--- src/sv/interval_clock_calibrator_unit_macros.svh ---
// Assertion macros shared by the calibrator RTL.
// Used by the files that carry concurrent checks; expects i_clk and i_rst_n in scope.
`ifndef INTERVAL_CLOCK_CALIBRATOR_UNIT_MACROS_SVH
`define INTERVAL_CLOCK_CALIBRATOR_UNIT_MACROS_SVH

// Check that is switched off while reset is held.
`define ICC_ASSERT(lbl, prop, msg) \
    lbl: assert property (@(posedge i_clk) disable iff (!i_rst_n) prop) else $error(msg);

// Check that also runs across reset.
`define ICC_ASSERT_RST(lbl, prop, msg) \
    lbl: assert property (@(posedge i_clk) prop) else $error(msg);

`endif

--- src/sv/icc_pkg.sv ---
// Package for the interval clock calibrator: widths, constants, register codes.
// Shared request/response types of the serial divider. No dependencies.
`timescale 1ns / 1ps

package icc_pkg;

    localparam int NUM_TIMERS = 9;
    localparam int TIMER_W    = $clog2(NUM_TIMERS);
    localparam int TIMER_IN_W = 4;
    localparam int TIME_W     = 48;
    localparam int RATE_W     = 31;
    localparam int WIN_W      = 24;
    localparam int TPS_W      = 32;
    localparam int TICK_W     = 30;
    localparam int USEC_W     = 20;
    localparam int PROD_W     = TIME_W + USEC_W;
    localparam int QUOT_W     = RATE_W + 1;
    localparam int LEN_W      = $clog2(PROD_W + 1);
    localparam int SMALL_PAD  = PROD_W - RATE_W;
    localparam int MUL_CNT_W  = $clog2(USEC_W + 1);

    localparam logic [USEC_W-1:0] USEC_PER_SEC = USEC_W'(1000000);
    localparam logic [QUOT_W-1:0] MAX_TICK     = QUOT_W'(32'h3FFF_FFFF);
    localparam logic [RATE_W-1:0] MAX_RATE     = {RATE_W{1'b1}};
    localparam logic [RATE_W-1:0] RATE_RESET   = RATE_W'(500000);
    localparam logic [WIN_W-1:0]  WIN_RESET    = WIN_W'(200000);
    localparam logic [TIME_W-1:0] QRY_DIVISOR  = TIME_W'(100);
    localparam logic [LEN_W-1:0]  LEN_WIDE     = LEN_W'(PROD_W);
    localparam logic [LEN_W-1:0]  LEN_SMALL    = LEN_W'(RATE_W);

    localparam int CFG_IDX_W = 1;
    localparam int CFG_DAT_W = RATE_W;
    localparam logic [CFG_IDX_W-1:0] REG_INITIAL_RATE = 1'b0;
    localparam logic [CFG_IDX_W-1:0] REG_WINDOW_USEC  = 1'b1;

    localparam logic KIND_CAL   = 1'b0;
    localparam logic KIND_QUERY = 1'b1;

    typedef struct packed {
        logic              start;
        logic [PROD_W-1:0] dividend;
        logic [TIME_W-1:0] divisor;
        logic [LEN_W-1:0]  len;
    } t_div_req;

    typedef struct packed {
        logic              done;
        logic [QUOT_W-1:0] quot;
    } t_div_rsp;

endpackage

--- src/sv/icc_mul.sv ---
// Bit-serial multiplier of a 48-bit count delta by one million.
// One multiplier bit per cycle, MSB first. Depends on icc_pkg.
`timescale 1ns / 1ps

module icc_mul (
    input  logic                      i_clk,
    input  logic                      i_rst_n,
    input  logic                      i_start,
    input  logic [icc_pkg::TIME_W-1:0] i_a,
    output logic                      o_done,
    output logic [icc_pkg::PROD_W-1:0] o_prod
);
    import icc_pkg::*;

    logic [PROD_W-1:0]    r_acc;
    logic [TIME_W-1:0]    r_a;
    logic [USEC_W-1:0]    r_k;
    logic [MUL_CNT_W-1:0] r_cnt;
    logic                 r_busy;
    logic                 r_done;
    logic [PROD_W-1:0]    n_acc;

    assign n_acc = {r_acc[PROD_W-2:0], 1'b0} + (r_k[USEC_W-1] ? PROD_W'(r_a) : '0);

    always_ff @(posedge i_clk) begin
        if (!i_rst_n) begin
            r_busy <= 1'b0;
            r_done <= 1'b0;
            r_cnt  <= '0;
        end else begin
            r_done <= 1'b0;
            if (i_start) begin
                r_busy <= 1'b1;
                r_cnt  <= MUL_CNT_W'(USEC_W);
                r_acc  <= '0;
                r_a    <= i_a;
                r_k    <= USEC_PER_SEC;
            end else if (r_busy) begin
                r_acc <= n_acc;
                r_k   <= {r_k[USEC_W-2:0], 1'b0};
                r_cnt <= r_cnt - MUL_CNT_W'(1);
                if (r_cnt == MUL_CNT_W'(1)) begin
                    r_busy <= 1'b0;
                    r_done <= 1'b1;
                end
            end
        end
    end

    assign o_done = r_done;
    assign o_prod = r_acc;

endmodule

--- src/sv/icc_div.sv ---
// Restoring radix-2 divider, one quotient bit per cycle, quotient frozen once its top bit, 2^31, is set.
// Shared by the rate measurement, the per-tick division and the query division. Depends on icc_pkg.
`timescale 1ns / 1ps
`include "interval_clock_calibrator_unit_macros.svh"

module icc_div (
    input  logic              i_clk,
    input  logic              i_rst_n,
    input  icc_pkg::t_div_req i_req,
    output icc_pkg::t_div_rsp o_rsp
);
    import icc_pkg::*;

    logic [PROD_W-1:0] r_dvd;
    logic [TIME_W-1:0] r_div;
    logic [TIME_W-1:0] r_rem;
    logic [QUOT_W-1:0] r_q;
    logic [LEN_W-1:0]  r_cnt;
    logic              r_busy;
    logic              r_done;

    logic [TIME_W:0]   rem_sh;
    logic [TIME_W:0]   rem_sub;
    logic              ge;

    assign rem_sh  = {r_rem, r_dvd[PROD_W-1]};
    assign ge      = rem_sh >= {1'b0, r_div};
    assign rem_sub = rem_sh - {1'b0, r_div};

    always_ff @(posedge i_clk) begin
        if (!i_rst_n) begin
            r_busy <= 1'b0;
            r_done <= 1'b0;
            r_cnt  <= '0;
        end else begin
            r_done <= 1'b0;
            if (i_req.start) begin
                r_busy <= 1'b1;
                r_cnt  <= i_req.len;
                r_dvd  <= i_req.dividend;
                r_div  <= i_req.divisor;
                r_rem  <= '0;
                r_q    <= '0;
            end else if (r_busy) begin
                r_dvd <= {r_dvd[PROD_W-2:0], 1'b0};
                r_rem <= ge ? rem_sub[TIME_W-1:0] : rem_sh[TIME_W-1:0];
                // top bit is sticky: once set the quotient is out of 31-bit range
                r_q   <= r_q[QUOT_W-1] ? r_q : {r_q[QUOT_W-2:0], ge};
                r_cnt <= r_cnt - LEN_W'(1);
                if (r_cnt == LEN_W'(1)) begin
                    r_busy <= 1'b0;
                    r_done <= 1'b1;
                end
            end
        end
    end

    assign o_rsp.done = r_done;
    assign o_rsp.quot = r_q;

    `ICC_ASSERT(a_div_no_restart, i_req.start |-> !r_busy, "divider restarted while busy")
    `ICC_ASSERT(a_div_cnt_live, r_busy |-> (r_cnt != '0), "divider busy with no steps left")
    `ICC_ASSERT(a_div_rem_bound, r_busy |-> (r_rem < r_div), "remainder not below divisor")

endmodule

--- src/sv/interval_clock_calibrator_unit.sv ---
// Top level of the interval clock calibrator: control sequencer, per-timer base and
// per-tick stores, configuration registers. Uses icc_pkg, icc_mul and icc_div.
//
//  channel  direction  handshake                 payload
//  in       sink       i_in_valid / o_in_ready   i_kind i_timer i_now_usec
//                                                i_executed_count i_ticks_per_second
//  out      source     o_out_valid / i_out_ready o_tick_value
//  cfg      sink       i_cfg_we (no wait)        i_cfg_index i_cfg_data
//
// One item at a time. A query with a stored per-tick value is answered from the store; a
// query without one divides the rate by 100 in the shared bit-serial divider. A calibrate
// item divides the rate by ticks per second unless that is zero; one that re-measures
// first runs the serial multiplier and a divider pass that yields the new rate.
// Reset is synchronous and clears all base and per-tick valid bits and the rate.
// A finished item waits in the output register; the next item is taken meanwhile, and
// holds in its last cycle while that register is still full.
`timescale 1ns / 1ps
`include "interval_clock_calibrator_unit_macros.svh"

module interval_clock_calibrator_unit (
    input  logic                          i_clk,
    input  logic                          i_rst_n,
    input  logic                          i_in_valid,
    output logic                          o_in_ready,
    input  logic                          i_kind,
    input  logic [icc_pkg::TIMER_IN_W-1:0] i_timer,
    input  logic [icc_pkg::TIME_W-1:0]    i_now_usec,
    input  logic [icc_pkg::TIME_W-1:0]    i_executed_count,
    input  logic [icc_pkg::TPS_W-1:0]     i_ticks_per_second,
    output logic                          o_out_valid,
    input  logic                          i_out_ready,
    output logic [icc_pkg::RATE_W-1:0]    o_tick_value,
    input  logic                          i_cfg_we,
    input  logic [icc_pkg::CFG_IDX_W-1:0] i_cfg_index,
    input  logic [icc_pkg::CFG_DAT_W-1:0] i_cfg_data
);
    import icc_pkg::*;

    typedef enum logic [6:0] {
        S_IDLE = 7'b0000001,
        S_EVAL = 7'b0000010,
        S_RATE = 7'b0000100,
        S_MUL  = 7'b0001000,
        S_MEAS = 7'b0010000,
        S_TICK = 7'b0100000,
        S_FIN  = 7'b1000000
    } t_state;

    t_state             r_state;
    logic               r_kind;
    logic [TIMER_W-1:0] r_t;
    logic [TIME_W-1:0]  r_now;
    logic [TIME_W-1:0]  r_cnt;
    logic [TPS_W-1:0]   r_tps;
    logic [TIME_W-1:0]  r_span;
    logic [RATE_W-1:0]  r_init;
    logic [WIN_W-1:0]   r_win;
    logic [RATE_W-1:0]  r_meas;
    logic [RATE_W-1:0]  r_res;
    logic               r_clamp;
    logic               r_out_valid;
    logic [RATE_W-1:0]  r_out_val;

    logic [TIME_W-1:0]  r_bt  [NUM_TIMERS];
    logic [TIME_W-1:0]  r_bc  [NUM_TIMERS];
    logic [TICK_W-1:0]  r_pt  [NUM_TIMERS];
    logic [NUM_TIMERS-1:0] r_bv;
    logic [NUM_TIMERS-1:0] r_ptv;

    logic [TIME_W-1:0]  bt;
    logic [TIME_W-1:0]  bc;
    logic [TIME_W-1:0]  span;
    logic [WIN_W-1:0]   win_eff;
    logic [RATE_W-1:0]  rate_cur;
    logic               meas_ok;
    logic [TIMER_W-1:0] t_in;
    logic [QUOT_W-1:0]  q;
    logic [TICK_W-1:0]  pt_new;

    logic               mul_start;
    logic               mul_done;
    logic [PROD_W-1:0]  mul_prod;
    t_div_req           div_req;
    t_div_rsp           div_rsp;

    assign t_in     = (i_timer >= TIMER_IN_W'(NUM_TIMERS - 1)) ? TIMER_W'(NUM_TIMERS - 1)
                                                                : TIMER_W'(i_timer);
    assign bt       = r_bt[r_t];
    assign bc       = r_bc[r_t];
    assign span     = r_now - bt;
    assign win_eff  = (r_win == '0) ? WIN_W'(1) : r_win;
    assign meas_ok  = r_bv[r_t] && (r_now >= bt) && (span >= TIME_W'(win_eff))
                      && (r_cnt > bc);
    assign rate_cur = (r_meas != '0) ? r_meas : r_init;
    assign q        = div_rsp.quot;
    assign pt_new   = (q == '0) ? TICK_W'(1) : (q > MAX_TICK) ? MAX_TICK[TICK_W-1:0]
                                                             : q[TICK_W-1:0];
    assign mul_start = (r_state == S_EVAL) && (r_kind == KIND_CAL) && meas_ok;

    always_comb begin
        div_req = '0;
        unique case (r_state)
            S_EVAL: begin
                if (r_kind == KIND_QUERY && !r_ptv[r_t]) begin
                    div_req.start    = 1'b1;
                    div_req.dividend = {rate_cur, {SMALL_PAD{1'b0}}};
                    div_req.divisor  = QRY_DIVISOR;
                    div_req.len      = LEN_SMALL;
                end
            end
            S_RATE: begin
                if (r_tps != '0) begin
                    div_req.start    = 1'b1;
                    div_req.dividend = {rate_cur, {SMALL_PAD{1'b0}}};
                    div_req.divisor  = TIME_W'(r_tps);
                    div_req.len      = LEN_SMALL;
                end
            end
            S_MUL: begin
                if (mul_done) begin
                    div_req.start    = 1'b1;
                    div_req.dividend = mul_prod;
                    div_req.divisor  = r_span;
                    div_req.len      = LEN_WIDE;
                end
            end
            default: begin
                div_req = '0;
            end
        endcase
    end

    icc_mul u_mul (
        .i_clk   (i_clk),
        .i_rst_n (i_rst_n),
        .i_start (mul_start),
        .i_a     (r_cnt - bc),
        .o_done  (mul_done),
        .o_prod  (mul_prod)
    );

    icc_div u_div (
        .i_clk   (i_clk),
        .i_rst_n (i_rst_n),
        .i_req   (div_req),
        .o_rsp   (div_rsp)
    );

    always_ff @(posedge i_clk) begin
        if (!i_rst_n) begin
            r_state     <= S_IDLE;
            r_out_valid <= 1'b0;
            r_meas      <= '0;
            r_init      <= RATE_RESET;
            r_win       <= WIN_RESET;
            r_bv        <= '0;
            r_ptv       <= '0;
        end else begin
            if (i_cfg_we) begin
                unique case (i_cfg_index)
                    REG_INITIAL_RATE: r_init <= i_cfg_data;
                    REG_WINDOW_USEC:  r_win  <= i_cfg_data[WIN_W-1:0];
                    default:          r_init <= r_init;
                endcase
            end
            if (r_out_valid && i_out_ready && r_state != S_FIN) begin
                r_out_valid <= 1'b0;
            end
            unique case (r_state)
                S_IDLE: begin
                    if (i_in_valid) begin
                        r_kind  <= i_kind;
                        r_t     <= t_in;
                        r_now   <= i_now_usec;
                        r_cnt   <= i_executed_count;
                        r_tps   <= i_ticks_per_second;
                        r_state <= S_EVAL;
                    end
                end
                S_EVAL: begin
                    if (r_kind == KIND_QUERY) begin
                        r_clamp <= 1'b0;
                        if (r_ptv[r_t]) begin
                            r_res   <= RATE_W'(r_pt[r_t]);
                            r_state <= S_FIN;
                        end else begin
                            r_state <= S_TICK;
                        end
                    end else begin
                        r_span <= span;
                        if (!r_bv[r_t] || meas_ok) begin
                            r_bt[r_t] <= r_now;
                            r_bc[r_t] <= r_cnt;
                            r_bv[r_t] <= 1'b1;
                        end
                        r_state <= meas_ok ? S_MUL : S_RATE;
                    end
                end
                S_RATE: begin
                    if (r_tps == '0) begin
                        r_res   <= rate_cur;
                        r_state <= S_FIN;
                    end else begin
                        r_clamp <= 1'b1;
                        r_state <= S_TICK;
                    end
                end
                S_MUL: begin
                    if (mul_done) begin
                        r_state <= S_MEAS;
                    end
                end
                S_MEAS: begin
                    if (div_rsp.done) begin
                        // zero would read as "not measured", so it is stored as one
                        r_meas  <= q[QUOT_W-1] ? MAX_RATE :
                                   (q == '0) ? RATE_W'(1) : q[RATE_W-1:0];
                        r_state <= S_RATE;
                    end
                end
                S_TICK: begin
                    if (div_rsp.done) begin
                        if (r_clamp) begin
                            r_pt[r_t]  <= pt_new;
                            r_ptv[r_t] <= 1'b1;
                            r_res      <= RATE_W'(pt_new);
                        end else begin
                            r_res <= q[RATE_W-1:0];
                        end
                        r_state <= S_FIN;
                    end
                end
                S_FIN: begin
                    if (!r_out_valid || i_out_ready) begin
                        r_out_valid <= 1'b1;
                        r_out_val   <= r_res;
                        r_state     <= S_IDLE;
                    end
                end
                default: begin
                    r_state <= S_IDLE;
                end
            endcase
        end
    end

    assign o_in_ready   = (r_state == S_IDLE);
    assign o_out_valid  = r_out_valid;
    assign o_tick_value = r_out_val;

    `ICC_ASSERT(a_one_item_at_a_time, (i_in_valid && o_in_ready) |=> !o_in_ready, "ready held after accept")
    `ICC_ASSERT(a_meas_nonzero, (r_state == S_RATE && $past(r_state == S_MEAS)) |-> (r_meas != '0), "measured rate left zero")
    `ICC_ASSERT(a_tick_nonzero, (r_state == S_FIN && $past(r_state == S_TICK) && r_clamp) |-> (r_res != '0), "per-tick value zero")
    `ICC_ASSERT_RST(a_reset_idle, !i_rst_n |=> (!o_out_valid && r_state == S_IDLE), "not idle after reset")

endmodule

--- config.mk ---
export PLATFORM = sky130hd
export DESIGN_NAME = interval_clock_calibrator_unit
export DESIGN_NICKNAME = d
export VERILOG_FILES = /design/src/sv/icc_pkg.sv /design/src/sv/icc_mul.sv /design/src/sv/icc_div.sv /design/src/sv/interval_clock_calibrator_unit.sv
export VERILOG_INCLUDE_DIRS = /design/src /design/src/sv
export SDC_FILE = /design/constraint.sdc
export NUM_CORES = 2
export LEC_CHECK = 0
export ABC_AREA = 0
export ABC_CLOCK_PERIOD_IN_PS = 33200
export BUFFER_PORTS_ARGS = -buffer_cell sky130_fd_sc_hd__buf_4
export CORE_MARGIN = 2
export CORE_UTILIZATION = 64
export DETAILED_ROUTE_END_ITERATION = 7
export HOLD_SLACK_MARGIN = 0.05
export MAX_ROUTING_LAYER = met4
export PLACE_DENSITY = 0.88
export SLEW_MARGIN = 5
export SYNTH_ARGS = -nofsm -noshare
export SYNTH_HDL_FRONTEND = slang
export SYNTH_SLANG_ARGS = --single-unit
--- constraint.sdc ---
create_clock -name i_clk -period 33.2 [get_ports i_clk]
set_input_delay 0 -clock i_clk [delete_from_list [all_inputs] [get_ports i_clk]]
set_output_delay 0 -clock i_clk [all_outputs]
set_load 0.005 [all_outputs]
==> run_results.csv <==
group,metric,value,unit
run_status,status,"finished, violations left",
run_status,violations,"DRC",
sta,fin_crit_sh,33.0,%
clocking,cts_max_path_buffers,3,
grt,grt_pass1_wl,354,mm
routing,drtIter0Drc,9313,
floorplanning,num_io_pins,203,
finish,fillerInstances,6910,
finish,syn_to_final_growth,15.7,%
critical_path,crit_type,"reg -> reg",
sta,max_freq,91.4,MHz
power,leakage,32.6,nW
floorplanning,start_util,64.5,%
synthesis,ys_seq_area_share,66.5,%
floorplanning,coreArea,126000,µm²
power,vdd_drop_max,0.0912,mV
finish,drive_gt1_share,14.2,%
clocking,cts_tree,"yes",
sta,fin_tns_setup,0,ns
routing,firstDrtPassIters,8,
clocking,clk_pin_slew_worst_paths,0.06,ns
placed_design,io_buffers,202,
critical_path,cp_slowest_cell,"dfxtp_4",
synthesis,synth_cell_type_count,90,
clocking,htreeDepth,4,
finish,layout_common_cells,"edfxtp_1 (1704), nor2_1 (435), dlygate4sd3_1 (362)",
critical_path,cp_common_cell,"buf_4",
routing,ant_nets,0,
sta,setup_viol,0,
routing,via_per_inst,6.94,
sta,fin_crit,10.95,ns
critical_path,cp_max_fo,64,
synthesis,avgSynthCellArea,14.7,µm²
sta,fin_skew,0.0900,ns
placed_design,place.gp.congestion,1.00,
placed_design,hpwl,138,mm
critical_path,startpoint_type,"register",
grt,grt_max_degree,108,
sta,relSlewSlack,13.0,%
placed_design,pre_cts_slack,22.69,ns
critical_path,arrival,11.36,ns
clocking,insertion_delay,0.87,ns
grt,grt_usage,38.3,%
worst_hold_path,hp-class,"in -> reg",
synthesis,synth_area,81000,µm²
synthesis,synth-edff-count,1704,
grt,gr-total-overflow,0,
sta,drv_slew,0,
floorplanning,fp-row-count,130,
clocking,cts.sinks,1836,
run,maxCapViolations,0,
clocking,cts_buffers,176,
finish,nets,6459,
critical_path,worstPathRequired,33.61,ns
synthesis,netlist_instances,5516,
synthesis,ys.flop_type,"edfxtp_1",
clocking,root_buffer,"clkbuf_16",
sta,whs,0.149,ns
floorplanning,fp.dieH,360,µm
synthesis,syn_nets,5909,
synthesis,ys_async_sr_fraction,0,%
sta,rsz0062_at_grt,"false",
clocking,postCtsSetupBuffers,0,
floorplanning,die-area,129000,µm²
routing,routed-via-count,54700,
critical_path,slowest_delay,0.97,ns
clocking,cts_resized,0,
sta,worst_pin_slew,1.29,ns
power,p_per_area,57.6,nW/µm²
sta,fin_ws,22.25,ns
routing,wl,241,mm
finish,final_common_cell,"edfxtp_1",
grt,grt_pass1_vias,53500,
synthesis,synth-seq-cells,1836,
critical_path,worstSetupEndpointType,"register",
grt,antenna_found_initial,11,
routing,wire_per_inst,30.7,µm
sta,finalHoldViolCount,0,
synthesis,ys_warn_count,0,
routing,drc,38,
floorplanning,die_x,360,µm
==> per-layer routing <==
| metal | vias to the layer above | global-route usage, % | routed length (µm) |
|---|---|---|---|
| met3 | 939 | 9.65 | 33200 |
| li1 | 22400 | - | - |
| met2 | 4786 | 57.7 | 112000 |
| met5 | - | - | 0 |
| met4 | 0 | 17.1 | 12700 |
| met1 | 26600 | 49.8 | 83800 |
==> layout make-up <==
class | instances | area (µm²) | share of cell area [%]
Inverter | 147 | 552 | 0.589
Sequential cell | 1836 | 53800 | 57.5
Multi-Input combinational cell | 3270 | 25700 | 27.5
Antenna cell | 11 | 27.5 | 0.0294
Tap cell | 1650 | 2060 | 2.20
Clock inverter | 111 | 1180 | 1.26
Timing Repair Buffer | 635 | 5670 | 6.06
Clock buffer | 213 | 4630 | 4.95
==> power by group <==
group / internal [mW] / switching (mW)
Combinational: 0.278 / 0.413
Sequential: 2.57 / 0.0581
Clock: 1.13 / 0.945
==> Yosys cell counts (10+ instances only) <==
master	number	area (µm²)
edfxtp_1	1704	51200
nor2_1	449	1690
nand2_1	353	1330
a21oi_1	352	1760
mux4_2	256	5770
ha_1	219	2740
clkbuf_1	176	661
mux2i_1	172	1720
o21ai_0	166	831
inv_1	147	552
dfxtp_1	132	2640
a21o_1	127	953
xnor2_1	119	1040
and2_1	116	726
xor2_1	74	648
nand3_1	64	320
nor3_1	63	315
buf_1	58	218
a21boi_0	51	383
nand4_1	48	300
nor2b_1	45	282
a221o_1	42	420
nor3b_1	38	285
or3_1	38	238
o21bai_1	34	255
nor4_1	33	206
o21a_1	33	248
and3_1	32	200
o221ai_1	32	280
a22o_1	30	263
o211ai_1	27	203
nand2b_1	26	163
a211oi_1	25	188
buf_2	22	110
a31oi_1	20	125
or2_2	16	100
a41oi_1	11	96.3
a221oi_1	10	87.6
o22ai_1	10	62.6
o31ai_1	10	75.1
==> flip-flops by register name, summed over array words and instances, names as in the netlist, 24 cells and up, named ones only <==
name          cells
r_bc            432
r_bt            432
r_pt            270
u_div.r_dvd      68
u_mul.o_prod     68
r_cnt            48
r_now            48
r_span           48
u_div.r_div      48
u_div.r_rem      48
u_mul.r_a        48
r_tps            32
u_div.r_q        32
o_tick_value     31
r_init           31
r_meas           31
r_res            31
r_win            24
==> cell families (layout without fill, tap and decap cells) <==
kind of cell / count (synthesis) / after routing / share of synthesized area [%]
other cells: 0 / 11 / 0
flops: 1836 / 1836 / 66.5
compound gates: 1053 / 1053 / 8.54
fa+ha+maj: 223 / 223 / 3.48
xor+xnor: 193 / 193 / 2.09
simple gates: 1369 / 1369 / 8.14
mux: 432 / 432 / 9.30
buf+inv: 410 / 1106 / 1.98
==> metrics by stage <==
| stage | total power [mW] | instances | cell area (µm²) | utilization [%] |
|---|---|---|---|---|
| 2_1_floorplan | 3.08 | 5516 | 81000 | - |
| 3_3_place_gp | 3.26 | 7176 | 84200 | 67.1 |
| 3_5_place_dp | 3.28 | 7176 | 84200 | 67.1 |
| 4_1_cts | 5.33 | 7862 | 93600 | 74.6 |
| 5_1_grt | 5.52 | 7872 | 93700 | 74.6 |
| 6_report | 5.39 | 7873 | 93700 | 74.6 |
==> what timing repair did <==
action	4_1_cts	5_1_grt
hold buffers	362	0
setup endpoints to repair	0	0
endpoints found under the hold margin	253	0
==> path summary, 6_finish.rpt <==
check / from / endpoint / slack (ns) / depth (start not counted)
max: register / r_bc[4][37] / 22.25 / 28
min: i_timer[2] / register / 0.15 / 4
max reg2reg: register / r_bc[4][37] / 22.25 / 28
min reg2reg: r_res[1] / o_tick_value[1] / 0.41 / 0
==> critical path, delay by kind of cell (launching register included) <==
| family | cells | cell delay, ns |
|---|---|---|
| AO/OA/AOI/OAI | 10 | 2.55 |
| flip-flops | 1 | 0.97 |
| XOR/XNOR | 1 | 0.28 |
| buffers and inverters | 4 | 2.67 |
| AND/OR/NAND/NOR | 9 | 2.55 |
| multiplexers | 2 | 0.80 |
| adder cells (fa/ha/maj) | 2 | 0.52 |
Note: power is estimated with default switching activity, not from simulation.
